`src/sv/modified_utf7_to_utf8_decoder_core_assert.svh`:
```
// Assertion macros used by the decoder's top-level RTL file.
`ifndef MODIFIED_UTF7_TO_UTF8_DECODER_CORE_ASSERT_SVH
`define MODIFIED_UTF7_TO_UTF8_DECODER_CORE_ASSERT_SVH

// Same-cycle implication, checked outside reset.
`define MU7U8_ASSERT_IMPLY(name, ante, cons) \
  name: assert property (@(posedge clk) disable iff (rst) (ante) |-> (cons)) \
    else $error("decoder check failed");

// Next-cycle implication, checked outside reset.
`define MU7U8_ASSERT_NEXT(name, ante, cons) \
  name: assert property (@(posedge clk) disable iff (rst) (ante) |=> (cons)) \
    else $error("decoder check failed");

// Checked during reset as well.
`define MU7U8_ASSERT_ALWAYS(name, ante, cons) \
  name: assert property (@(posedge clk) (ante) |-> (cons)) \
    else $error("decoder check failed");

`endif

```
`src/sv/mu7u8_pkg.sv`:
```
// Types, constants and helper functions shared by the decoder modules.
package mu7u8_pkg;

  typedef enum logic [1:0] {
    MODE_PLAIN = 2'd0,
    MODE_AMP   = 2'd1,
    MODE_B64   = 2'd2
  } mode_t;

  localparam logic [7:0] CH_NUL   = 8'h00;
  localparam logic [7:0] CH_AMP   = 8'h26;
  localparam logic [7:0] CH_DASH  = 8'h2d;
  localparam logic [7:0] CH_PLUS  = 8'h2b;
  localparam logic [7:0] CH_COMMA = 8'h2c;

  localparam int QDEPTH = 4;
  localparam int QPTR_W = $clog2(QDEPTH);
  localparam int QCNT_W = $clog2(QDEPTH + 1);

  // One queued job: up to three output bytes caused by one input byte.
  typedef struct packed {
    logic [7:0] b0;
    logic [7:0] b1;
    logic [7:0] b2;
    logic [1:0] cnt;
    logic       has_byte;
    logic       eos;
  } job_t;

  typedef struct packed {
    logic full;
    logic empty;
  } qstat_t;

  // Returns {valid, value} of a base64 digit of the modified alphabet.
  function automatic logic [6:0] digit_value(input logic [7:0] c);
    logic [7:0] d;
    begin
      d = 8'h00;
      if (c >= 8'h41 && c <= 8'h5a) begin
        d = c - 8'h41;
        return {1'b1, d[5:0]};
      end else if (c >= 8'h61 && c <= 8'h7a) begin
        d = c - 8'h61 + 8'd26;
        return {1'b1, d[5:0]};
      end else if (c >= 8'h30 && c <= 8'h39) begin
        d = c - 8'h30 + 8'd52;
        return {1'b1, d[5:0]};
      end else if (c == CH_PLUS) begin
        return {1'b1, 6'd62};
      end else if (c == CH_COMMA) begin
        return {1'b1, 6'd63};
      end
      return 7'd0;
    end
  endfunction

  // UTF-8 bytes of a 16-bit unit; a zero unit gives no bytes.
  function automatic job_t utf8_job(input logic [15:0] x);
    job_t j;
    begin
      j = '0;
      j.has_byte = 1'b1;
      if (x == 16'h0000) begin
        j.cnt = 2'd0;
      end else if (x <= 16'h007f) begin
        j.b0  = x[7:0];
        j.cnt = 2'd1;
      end else if (x <= 16'h07ff) begin
        j.b0  = 8'hc0 | {3'b000, x[10:6]};
        j.b1  = 8'h80 | {2'b00, x[5:0]};
        j.cnt = 2'd2;
      end else begin
        j.b0  = 8'he0 | {4'b0000, x[15:12]};
        j.b1  = 8'h80 | {2'b00, x[11:6]};
        j.b2  = 8'h80 | {2'b00, x[5:0]};
        j.cnt = 2'd3;
      end
      return j;
    end
  endfunction

endpackage

```
`src/sv/mu7u8_front.sv`:
```
// Front end: accepts input bytes, tracks the shift state and builds output jobs.
module mu7u8_front import mu7u8_pkg::*; (
  input  logic       clk,
  input  logic       rst,
  input  logic       in_valid,
  input  logic [7:0] in_byte,
  input  qstat_t     qstat,
  output logic       in_stall,
  output logic       push,
  output job_t       push_job
);

  mode_t       mode;
  mode_t       mode_next;
  logic [19:0] bbuf;
  logic [19:0] bbuf_next;
  logic [4:0]  bcnt;
  logic [4:0]  bcnt_next;

  logic        accept;
  logic [6:0]  dig;
  logic        is_dig;
  logic [19:0] buf_shift;
  logic [4:0]  cnt_add;
  logic [4:0]  cnt_sub;
  logic [15:0] unit;
  job_t        job;

  assign in_stall = qstat.full;
  assign accept   = in_valid && !qstat.full;
  assign dig      = digit_value(in_byte);
  assign is_dig   = dig[6];

  assign buf_shift = {bbuf[13:0], dig[5:0]};
  assign cnt_add   = bcnt + 5'd6;
  assign cnt_sub   = cnt_add - 5'd16;
  assign unit      = 16'(buf_shift >> cnt_sub[2:0]);

  // Next shift state and bit buffer.
  always_comb begin
    mode_next = mode;
    bbuf_next = bbuf;
    bcnt_next = bcnt;
    if (in_byte == CH_NUL) begin
      mode_next = MODE_PLAIN;
      bbuf_next = '0;
      bcnt_next = '0;
    end else begin
      case (mode)
        MODE_AMP: begin
          if (in_byte == CH_DASH) begin
            mode_next = MODE_PLAIN;
          end else if (is_dig) begin
            bbuf_next = {14'd0, dig[5:0]};
            bcnt_next = 5'd6;
            mode_next = MODE_B64;
          end else begin
            mode_next = MODE_PLAIN;
          end
        end
        MODE_B64: begin
          if (in_byte == CH_DASH) begin
            mode_next = MODE_PLAIN;
          end else if (is_dig) begin
            bbuf_next = buf_shift;
            bcnt_next = (cnt_add >= 5'd16) ? cnt_sub : cnt_add;
          end else begin
            mode_next = MODE_PLAIN;
          end
        end
        default: begin
          mode_next = (in_byte == CH_AMP) ? MODE_AMP : MODE_PLAIN;
        end
      endcase
    end
  end

  // Job produced by the current byte.
  always_comb begin
    job = '0;
    job.has_byte = 1'b1;
    if (in_byte == CH_NUL) begin
      job.eos = 1'b1;
      if (mode == MODE_AMP) begin
        job.b0  = CH_AMP;
        job.b1  = CH_DASH;
        job.cnt = 2'd2;
      end else begin
        job.has_byte = 1'b0;
        job.cnt      = 2'd1;
      end
    end else begin
      case (mode)
        MODE_AMP: begin
          if (in_byte == CH_DASH) begin
            job.b0  = CH_AMP;
            job.cnt = 2'd1;
          end else if (!is_dig) begin
            job.b0  = CH_AMP;
            job.b1  = CH_DASH;
            job.cnt = 2'd2;
          end
        end
        MODE_B64: begin
          if (in_byte == CH_DASH) begin
            job.cnt = 2'd0;
          end else if (is_dig) begin
            if (cnt_add >= 5'd16) begin
              job = utf8_job(unit);
            end
          end else begin
            job = utf8_job({8'h00, in_byte});
          end
        end
        default: begin
          if (in_byte != CH_AMP) begin
            job.b0  = in_byte;
            job.cnt = 2'd1;
          end
        end
      endcase
    end
  end

  assign push     = accept && (job.cnt != 2'd0);
  assign push_job = job;

  always_ff @(posedge clk) begin
    if (rst) begin
      mode <= MODE_PLAIN;
      bbuf <= '0;
      bcnt <= '0;
    end else if (accept) begin
      mode <= mode_next;
      bbuf <= bbuf_next;
      bcnt <= bcnt_next;
    end
  end

endmodule

```
`src/sv/mu7u8_fifo.sv`:
```
// Short job queue between the front end and the byte serializer.
module mu7u8_fifo import mu7u8_pkg::*; (
  input  logic   clk,
  input  logic   rst,
  input  logic   push,
  input  job_t   push_job,
  input  logic   pop,
  output job_t   head,
  output qstat_t qstat
);

  job_t              mem [QDEPTH];
  logic [QPTR_W-1:0] wr_ptr;
  logic [QPTR_W-1:0] rd_ptr;
  logic [QCNT_W-1:0] count;

  assign head        = mem[rd_ptr];
  assign qstat.full  = (count == QCNT_W'(QDEPTH));
  assign qstat.empty = (count == '0);

  always_ff @(posedge clk) begin
    if (push) begin
      mem[wr_ptr] <= push_job;
    end
  end

  always_ff @(posedge clk) begin
    if (rst) begin
      wr_ptr <= '0;
      rd_ptr <= '0;
      count  <= '0;
    end else begin
      if (push) begin
        wr_ptr <= (wr_ptr == QPTR_W'(QDEPTH - 1)) ? '0 : wr_ptr + 1'b1;
      end
      if (pop) begin
        rd_ptr <= (rd_ptr == QPTR_W'(QDEPTH - 1)) ? '0 : rd_ptr + 1'b1;
      end
      if (push && !pop) begin
        count <= count + 1'b1;
      end else if (pop && !push) begin
        count <= count - 1'b1;
      end
    end
  end

endmodule

```
`src/sv/mu7u8_back.sv`:
```
// Back end: takes jobs from the queue and sends their bytes one per transfer.
module mu7u8_back import mu7u8_pkg::*; (
  input  logic       clk,
  input  logic       rst,
  input  job_t       head,
  input  qstat_t     qstat,
  output logic       pop,
  input  logic       out_stall,
  output logic       out_valid,
  output logic [7:0] out_byte,
  output logic       has_byte,
  output logic       end_of_string
);

  job_t       cur;
  logic       cur_valid;
  logic [1:0] idx;
  logic       load;
  logic       last;
  logic [7:0] sel;

  assign load = cur_valid && (!out_valid || !out_stall);
  assign last = (idx == cur.cnt - 2'd1);
  // A new job is fetched as soon as the current one hands over its last byte.
  assign pop  = !qstat.empty && (!cur_valid || (load && last));

  always_comb begin
    case (idx)
      2'd0:    sel = cur.b0;
      2'd1:    sel = cur.b1;
      2'd2:    sel = cur.b2;
      default: sel = 8'h00;
    endcase
  end

  always_ff @(posedge clk) begin
    if (rst) begin
      cur_valid <= 1'b0;
      idx       <= '0;
    end else if (pop) begin
      cur_valid <= 1'b1;
      idx       <= '0;
    end else if (load && last) begin
      cur_valid <= 1'b0;
    end else if (load) begin
      idx <= idx + 2'd1;
    end
  end

  always_ff @(posedge clk) begin
    if (pop) begin
      cur <= head;
    end
  end

  always_ff @(posedge clk) begin
    if (rst) begin
      out_valid <= 1'b0;
    end else if (load) begin
      out_valid <= 1'b1;
    end else if (!out_stall) begin
      out_valid <= 1'b0;
    end
  end

  always_ff @(posedge clk) begin
    if (load) begin
      out_byte      <= sel;
      has_byte      <= cur.has_byte;
      end_of_string <= cur.eos && last;
    end
  end

endmodule

```
`src/sv/modified_utf7_to_utf8_decoder_core.sv`:
```
// Top level of the modified UTF-7 to UTF-8 decoder.
//
//   channel | ports                                     | direction
//   input   | in_valid, in_stall, in_byte               | bytes in
//   output  | out_valid, out_stall, out_byte, has_byte, | UTF-8 bytes out
//           | end_of_string                             |
//
// Each byte is classified as it transfers; the front end takes one per cycle unless stalled.
// Each byte gives 0 to 3 output bytes, sent one per cycle by the serializer while out_stall is low,
// so the sustained rate is set by the output byte count.
// A four-entry job queue sits between the two; in_stall rises only when it is full.
// An output byte passes through the queue, the current-job register and the output register.
// Synchronous reset clears the shift state, the queue and the output valid flag.
module modified_utf7_to_utf8_decoder_core import mu7u8_pkg::*; (
  input  logic       clk,
  input  logic       rst,
  input  logic       in_valid,
  output logic       in_stall,
  input  logic [7:0] in_byte,
  output logic       out_valid,
  input  logic       out_stall,
  output logic [7:0] out_byte,
  output logic       has_byte,
  output logic       end_of_string
);

`include "modified_utf7_to_utf8_decoder_core_assert.svh"

  qstat_t qstat;
  logic   push;
  logic   pop;
  job_t   push_job;
  job_t   head;

  mu7u8_front u_front (
    .clk      (clk),
    .rst      (rst),
    .in_valid (in_valid),
    .in_byte  (in_byte),
    .qstat    (qstat),
    .in_stall (in_stall),
    .push     (push),
    .push_job (push_job)
  );

  mu7u8_fifo u_fifo (
    .clk      (clk),
    .rst      (rst),
    .push     (push),
    .push_job (push_job),
    .pop      (pop),
    .head     (head),
    .qstat    (qstat)
  );

  mu7u8_back u_back (
    .clk           (clk),
    .rst           (rst),
    .head          (head),
    .qstat         (qstat),
    .pop           (pop),
    .out_stall     (out_stall),
    .out_valid     (out_valid),
    .out_byte      (out_byte),
    .has_byte      (has_byte),
    .end_of_string (end_of_string)
  );

  // The queue never takes a job while full and never gives one while empty.
  `MU7U8_ASSERT_IMPLY(a_no_overflow, push, !qstat.full)
  `MU7U8_ASSERT_IMPLY(a_no_underflow, pop, !qstat.empty)
  // A bare marker is always the end of a string and carries a zero byte.
  `MU7U8_ASSERT_IMPLY(a_bare_marker, out_valid && !has_byte,
                      end_of_string && (out_byte == 8'h00))
  // Nothing is offered on the output right after reset.
  `MU7U8_ASSERT_ALWAYS(a_reset_quiet, $past(rst), !out_valid)

endmodule
```
`config.mk`:
```
export PLATFORM = sky130hd
export DESIGN_NAME = modified_utf7_to_utf8_decoder_core
export DESIGN_NICKNAME = d
export VERILOG_FILES = /design/src/sv/mu7u8_pkg.sv /design/src/sv/mu7u8_front.sv /design/src/sv/mu7u8_fifo.sv /design/src/sv/mu7u8_back.sv /design/src/sv/modified_utf7_to_utf8_decoder_core.sv
export VERILOG_INCLUDE_DIRS = /design/src /design/src/sv
export SDC_FILE = /design/constraint.sdc
export NUM_CORES = 1
export LEC_CHECK = 0
export ABC_AREA = 1
export BUFFER_PORTS_ARGS = -buffer_cell sky130_fd_sc_hd__buf_2
export CAP_MARGIN = 25
export CORE_MARGIN = 2
export CORE_UTILIZATION = 25
export DETAILED_ROUTE_END_ITERATION = 12
export HOLD_SLACK_MARGIN = 0.15
export PLACE_DENSITY = 0.36
export SLEW_MARGIN = 40
export SYNTH_ARGS = -nofsm -noshare
export SYNTH_HDL_FRONTEND = slang
export SYNTH_SLANG_ARGS = --single-unit
export TNS_END_PERCENT = 5
```
`constraint.sdc`:
```
create_clock -name clk -period 10.5 [get_ports clk]
set_input_delay 1.05 -clock clk [delete_from_list [all_inputs] [get_ports clk]]
set_output_delay 1.05 -clock clk [all_outputs]
set_load 0.03 [all_outputs]
```
==> impl_metrics.tcl, run 1 <==
set metrics [dict create \
    outcome "complete, no violations" \
    antenna_found_initial 0 \
    synthTopCellsByArea "edfxtp_1, dfxtp_1, nand2_1" \
    worstReg2RegStart "u_front.bcnt[1]" \
    initial_core_util_pct 25.4 \
    cts_made_buffers 17 \
    crit_fanout 28 \
    pwr-share-comb_pct 33.4 \
    dp_hpwl_um 16000 \
    synth_edf_count 140 \
    ff2ff_path_depth 27 \
    hold_ws_ps 422 \
    drt_wl_total_um 23300 \
    antennaDiodeCount 0 \
    seqPwrFrac_pct 41.3 \
    cts_tree "done" \
    ir_drop_uv 115 \
    drt-initial-drc-count 281 \
    p_int_mw 1.51 \
    coreArea_um2 33600 \
    fillers 3533 \
    pwr_density_cell_nw_per_um2 253 \
    gp_congestion 0.873 \
    clk_latency_ps 430 \
    p_total_mw 2.43 \
    end_kind "flip-flop" \
    postCtsSetupRepairBufs 0 \
    clk_pin_slew_ps 70 \
    rows 67 \
    switching_share_pct 38.1 \
    dp_cells 1321 \
    cts.sinks 171 \
    drv_slew 0 \
    grt_start_max_net_pins 56 \
    post_drt_via_cell_ratio 4.49 \
    drc 0 \
    tns_ps 0 \
    r2r_slack_ps 5670 \
    synth_top_cell_by_area "edfxtp_1" \
    avgSynthCellArea_um2 9.73 \
    ctsLongestPathBuffers 2 \
    fin_nets 927 \
    tightest_slew_ps 808 \
    maxCapViolCount 0 \
    globalRouteTotalUtil_pct 13.6 \
    ant_nets 0 \
    cp_data_arrival_time_ps 5150 \
    yosys_warnings 0 \
    min_path_cells 0 \
    die_w_um 189 \
    cp_slowest_cell "ha_1" \
    synth_fp_nets 913 \
    gr-total-overflow 0 \
    die_h_um 189 \
    fin_crit_sh_pct 46.0 \
    grt_pass1_vias 6180 \
    hold_start "u_back.cur[1]" \
    hold_viol_final 0 \
    skew_ps 10.6 \
    drt-pass1-iter-count 4 \
    ys.flop_type "edfxtp_1" \
    ios 24 \
    setup_viol 0 \
    synth_top_area_share_pct 49.2 \
    io_buffer_count 23 \
    finish.utilization_pct 28.7 \
    ys_types 50 \
    grt_pass1_wl_um 36100 \
    p_sw_mw 0.928 \
    p_leak_nw 3.45 \
    cts-root-buf "clkbuf_16" \
    vias 6079 \
    rsz0062_at_grt "false" \
    cts.hold.buffers_added 0 \
    post_route_cells_drive_above_1_share_pct 14.1 \
    ys_seq_elements 171 \
    path_class "flip-flop to flip-flop" \
    async_reset_ff_share_pct 0 \
    min_period_ps 4830 \
    syn_to_final_growth_pct 12.8 \
    cts_resized 0 \
    p_clk_share_pct 25.3 \
    syn-cell-area_um2 8540 \
    worstPathRequired_ps 10820 \
    min-delay-path-class "flip-flop to flip-flop" \
    worstSetupStartpointType "flip-flop" \
    timing.rr.end "u_fifo.count[2]" \
    wl_per_cell_um 17.2 \
    syn_inst 878 \
    relSlewSlack_pct 45.6 \
    synth-seq-area-share_pct 56.5 \
    fin_cells 1353 \
    h-tree-depth 4 \
    dieArea_um2 35700 \
    clock.fmax_mhz 207 \
    min_to "u_back.has_byte" \
    critical-path-max-stage-delay_ps 800 \
    crit_path_frequent_cell "nand2_1" \
]
## cell families after synthesis
family | count (synthesis) | share of synthesized area [%]
simple gates | 350 | 18.6
compound gates | 206 | 14.3
flops | 171 | 56.5
buf+inv | 121 | 6.45
fa+ha+maj | 23 | 3.46
xor+xnor | 7 | 0.718
## power by group through the flow
stage / clock network [mW] / registers (mW) / logic, mW
global placement: 0 / 1.02 / 0.835
detailed placement: 0 / 1.02 / 0.826
floorplan: 0 / 1.04 / 0.545
finish: 0.615 / 1.01 / 0.813
CTS: 0.637 / 1.01 / 0.829
global route: 0.662 / 1.02 / 0.913
## flip-flops by register name, indices dropped and copies added (netlist names), 2 cells and up
| register | flops |
|---|---|
| u_back.cur | 26 |
| u_back.idx | 2 |
| u_front.mode | 2 |
| u_back.out_byte | 8 |
| u_fifo.count | 3 |
| u_front.bbuf | 14 |
| u_fifo.mem | 104 |
| u_fifo.rd_ptr | 2 |
| u_front.bcnt | 4 |
| u_fifo.wr_ptr | 2 |
## layer usage
metal  vias up  track usage, %  share of wire [%]
met1      2885            17.5                 48
li1       3077               -                  -
met2        91            22.5                 48
met5         -               0                  0
met4         0            5.14                2.3
met3        26            2.59                2.5
## stage by stage
stage / instance area [um^2] / setup WS, ps
after CTS: 9630 / 5680
after floorplan: 8540 / 5840
final: 9630 / 5670
after detailed placement: 9070 / 5560
after global routing: 9630 / 5210
after global placement: 9070 / 5390
## critical path: cells and delay by family, from the launching register on
kind            cells  cell delay, ps
compound gates      5             740
fa+ha+maj           3            1360
buf+inv             7             880
flops               1             690
simple gates       12            1040
## cell usage in the layout (no fill, tap or decap), drive strengths merged, types with 2 or more instances in the layout
cell type  instances
nand2            161
edfxtp           140
nor2             116
o21ai             98
inv               88
nand3             50
a21oi             39
o22ai             32
buf               32
dfxtp             31
ha                22
clkbuf            19
a22oi             17
nand4             10
nor3               8
clkinv             7
a211oi             6
xor2               5
a31oi              5
or2                4
o211ai             3
o21a               3
xnor2              2
## area by class of cell
cell class                 instances  area [um^2]  share of cell area (%)
tap                              448          561                    5.82
clock inverter                    13          131                    1.36
clock buffer                      19          433                    4.49
sequential                       171         4830                    50.1
inverter                          84          323                    3.35
multi-input combinational        586         3180                    33.0
timing repair buffer              32          183                    1.90
## worst max-delay path by stage
stage	from	end	slack, ps	depth (start not counted)
6_report	u_front.bcnt[1]	u_fifo.count[2]	5670	27
5_1_grt	u_front.bcnt[1]	u_fifo.count[2]	5210	27
4_1_cts	u_front.bcnt[1]	u_fifo.count[2]	5680	27
3_5_place_dp	in_byte[1]	u_fifo.count[2]	5560	26
3_3_place_gp	u_front.bcnt[1]	u_fifo.count[2]	5390	25
2_1_floorplan	in_byte[1]	u_fifo.mem[0][0]	5840	21
## cells in the mapped netlist, types with 4 or more instances
master,instances
nand2_1,150
ha_1,22
nand4_1,8
nand3_2,5
buf_2,5
o22ai_1,32
nand3_1,42
buf_6,8
a31oi_1,4
a22oi_1,16
dfxtp_1,31
edfxtp_1,140
clkbuf_1,19
nor2_2,6
nor3_1,7
inv_2,12
a21oi_1,34
a21oi_2,4
inv_1,67
nand2_2,8
o21ai_1,12
nor2_1,109
or2_2,4
o21ai_0,84
xor2_1,5
a211oi_1,4
No activity file was read; power rests on OpenSTA's default activity.
==> run 2, diff against run 1 <==
--- a/config.mk
+++ b/config.mk
@@ -6,14 +6,14 @@
 export SDC_FILE = /design/constraint.sdc
 export NUM_CORES = 1
 export LEC_CHECK = 0
-export ABC_AREA = 1
+export ABC_AREA = 0
 export BUFFER_PORTS_ARGS = -buffer_cell sky130_fd_sc_hd__buf_2
 export CAP_MARGIN = 25
 export CORE_MARGIN = 2
 export CORE_UTILIZATION = 25
 export DETAILED_ROUTE_END_ITERATION = 12
 export HOLD_SLACK_MARGIN = 0.15
-export PLACE_DENSITY = 0.36
+export PLACE_DENSITY = 0.37
 export SLEW_MARGIN = 40
 export SYNTH_ARGS = -nofsm -noshare
 export SYNTH_HDL_FRONTEND = slang
==> constraint.sdc (replaced) <==
create_clock -name clk -period 4.05 [get_ports clk]
set_input_delay 0.405 -clock clk [delete_from_list [all_inputs] [get_ports clk]]
set_output_delay 0.405 -clock clk [all_outputs]
set_load 0.03 [all_outputs]
==> run 2 against run 1 <==
Effect of this change:
- cell count decreased by 14%
- power increased by 120%
- highest routed layer unchanged
- clock power increased to 2.7 times the previous value
==> impl_metrics.tcl, run 2 <==
set metrics [dict create \
    outcome "complete, no violations" \
    synthTopCellsByArea "edfxtp_1, mux4_2, dfxtp_1" \
    ios 24 \
    cp_data_arrival_time_ps 4230 \
    syn_inst 625 \
    r2r_slack_ps 170 \
    use_met3_pct 3.13 \
    antennaDiodeCount 0 \
    wl_per_cell_um 19.1 \
    ant_nets 0 \
    met2_usage_pct 23.7 \
    ys.flop_type "edfxtp_1" \
    clk_pin_slew_ps 60 \
    syn-cell-area_um2 8220 \
    die_h_um 185 \
    ff2ff_path_depth 16 \
    ys_types 74 \
    io_buffer_count 23 \
    timing.rr.end "u_fifo.count[2]" \
    yosysMostFrequentCell "edfxtp_1" \
    coreArea_um2 32500 \
    drc 0 \
    clock.fmax_mhz 258 \
    min_to "u_back.out_valid" \
    synth-seq-area-share_pct 58.7 \
    path_class "flip-flop to flip-flop" \
    gp_congestion 0.846 \
    cts-root-buf "clkbuf_16" \
    hold_start "out_stall" \
    cts_made_buffers 17 \
    worstSetupStartpointType "flip-flop" \
    worstReg2RegStart "u_front.bcnt[1]" \
    ctsLongestPathBuffers 2 \
    synth_top_cell_by_area "edfxtp_1" \
    tightest_slew_ps 687 \
    drt-initial-drc-count 333 \
    skew_ps 12.6 \
    finish.utilization_pct 31.0 \
    min-delay-path-class "primary input to flip-flop" \
    cp_slowest_cell "or4_4" \
    drv_slew 0 \
    fin_nets 742 \
    dieArea_um2 34300 \
    layout_commonest_cell "edfxtp_1" \
    ir_drop_uv 273 \
    end_kind "flip-flop" \
    yosys_warnings 0 \
    relSlewSlack_pct 54.2 \
    grt_pass1_vias 5599 \
    critical-path-max-stage-delay_ps 540 \
    rows 66 \
    cts_tree "done" \
    grtUsageMet1_pct 16.2 \
    globalRouteTotalUtil_pct 13.4 \
    top_regs "u_fifo.mem: 104 flops, u_back.cur: 26 flops, u_front.bbuf: 14 flops" \
    setup_viol 0 \
    avgSynthCellArea_um2 13.2 \
    synth_fp_nets 660 \
    crit_family "simple AND/OR/NAND/NOR gates" \
    post_route_cells_drive_above_1_share_pct 27.2 \
    min_period_ps 3880 \
    async_reset_ff_share_pct 0 \
    min_path_cells 4 \
    final_cell_mix "edfxtp_1, nor2_1, buf_4" \
    cts.sinks 171 \
    dp_hpwl_um 16000 \
    grt_pass1_wl_um 33600 \
    cts.hold.buffers_added 0 \
    pwr_density_cell_nw_per_um2 526 \
    synth_top_area_share_pct 51.1 \
    p_leak_nw 3.46 \
    h-tree-depth 4 \
    cp_num_buf_inv 3 \
    hold_viol_final 0 \
    die_w_um 185 \
    ys_seq_elements 171 \
    fin_crit_sh_pct 95.8 \
    grt_start_max_net_pins 34 \
    crit_chain "inv_2 -> ha_4 -> buf_6 -> mux4_2 -> or4_4 -> nor2_4 -> o2111ai_1 -> nor4_2 -> and3_4 -> o21ai_4 -> ha_1 -> inv_1 -> fa_1 -> xor2_1 -> or3_1 -> a21oi_2" \
    largest_reg_flops 104 \
    clk_latency_ps 430 \
    crit_fanout 7 \
    worstPathRequired_ps 4400 \
    fin_cells 1162 \
    maxCapViolCount 0 \
    syn_to_final_growth_pct 22.2 \
    busiest_layer "met2" \
    drt_wl_total_um 22200 \
    top_register "u_fifo.mem" \
    vias 5408 \
    synth_common_cells "edfxtp_1, nor2_1, nand2_1" \
    gr-total-overflow 0 \
    post_drt_via_cell_ratio 4.65 \
    initial_core_util_pct 25.3 \
    antenna_found_initial 0 \
    drt-pass1-iter-count 5 \
    synth_edf_count 140 \
    dp_cells 1126 \
]
==> run 2: metrics by stage <==
stage          hold WS [ps]  worst slack [ps]  power [mW]  TNS, ps  instance area (um^2)
2_1_floorplan           400              13.8        3.23        0                  8240
5_1_grt                 376             -5.78        5.58    -5.78                 10000
4_1_cts                 345              26.4        5.38        0                  9920
6_report                366               170        5.28        0                 10000
3_5_place_dp            408              -408        3.67     -423                  9310
3_3_place_gp            406              -308        3.65     -308                  9310
==> run 2: worst register-to-register path, stage by stage, from the launching register on <==
cell       delay [ps]
dfxtp_1           350
inv_2              70
ha_4              360
buf_6             150
mux4_2            330
or4_4             550
nor2_4            120
o2111ai_1         130
nor4_2            360
and3_4            260
o21ai_4            60
ha_1              220
inv_1              80
fa_1              180
xor2_1             80
or3_1             350
a21oi_2           160
==> run 2: final cells by class <==
cell class,count,area (um^2)
fillers,3260,22400
flip-flops and latches,171,4830
multi-input cells,404,3280
repair buffers,92,691
well taps,442,553
clock buffers,18,429
clock inverters,14,184
inverters,21,78.8
==> run 2: cell families after synthesis <==
kind of cell             count (synthesis)  synth area share (%)
AO/OA/AOI/OAI                          127                  11.0
XOR/XNOR                                10                  1.07
adder cells (fa/ha/maj)                 23                  3.59
buffers and inverters                   50                  2.60
flip-flops                             171                  58.7
multiplexers                            47                  10.6
AND/OR/NAND/NOR                        197                  12.5
==> run 2: how the worst max path moves through the flow <==
stage                     depth (start not counted)       startpoint              end
after floorplan                                  17  u_front.bcnt[1]  u_fifo.count[2]
after global placement                           18       in_byte[2]  u_fifo.count[2]
after detailed placement                         18       in_byte[2]  u_fifo.count[2]
after CTS                                        18       in_byte[2]  u_fifo.count[2]
after global routing                             16  u_front.bcnt[1]  u_fifo.count[2]
final                                            16  u_front.bcnt[1]  u_fifo.count[2]
==> run 2: layer usage <==
| metal | part of all wire, % | wire [um] | vias up |
|---|---|---|---|
| met5 | 0 | 0 | - |
| met2 | 52 | 11500 | 84 |
| met4 | 1.5 | 339 | 0 |
| met3 | 2.6 | 582 | 21 |
| met1 | 44 | 9780 | 2725 |
| li1 | - | - | 2578 |
==> run 2: power breakdown <==
part	internal, mW	switching (mW)	total [mW]	leakage, nW
logic	0.480	0.632	1.11	1.52
registers	2.30	0.178	2.48	1.64
clock network	0.986	0.706	1.69	0.295
total	3.76	1.52	5.28	3.46
==> run 2: repair_timing <==
action                                  4_1_cts  5_1_grt
endpoints found under the setup margin        0        2
buffers inserted                              0        4
gates resized for setup                       0       18
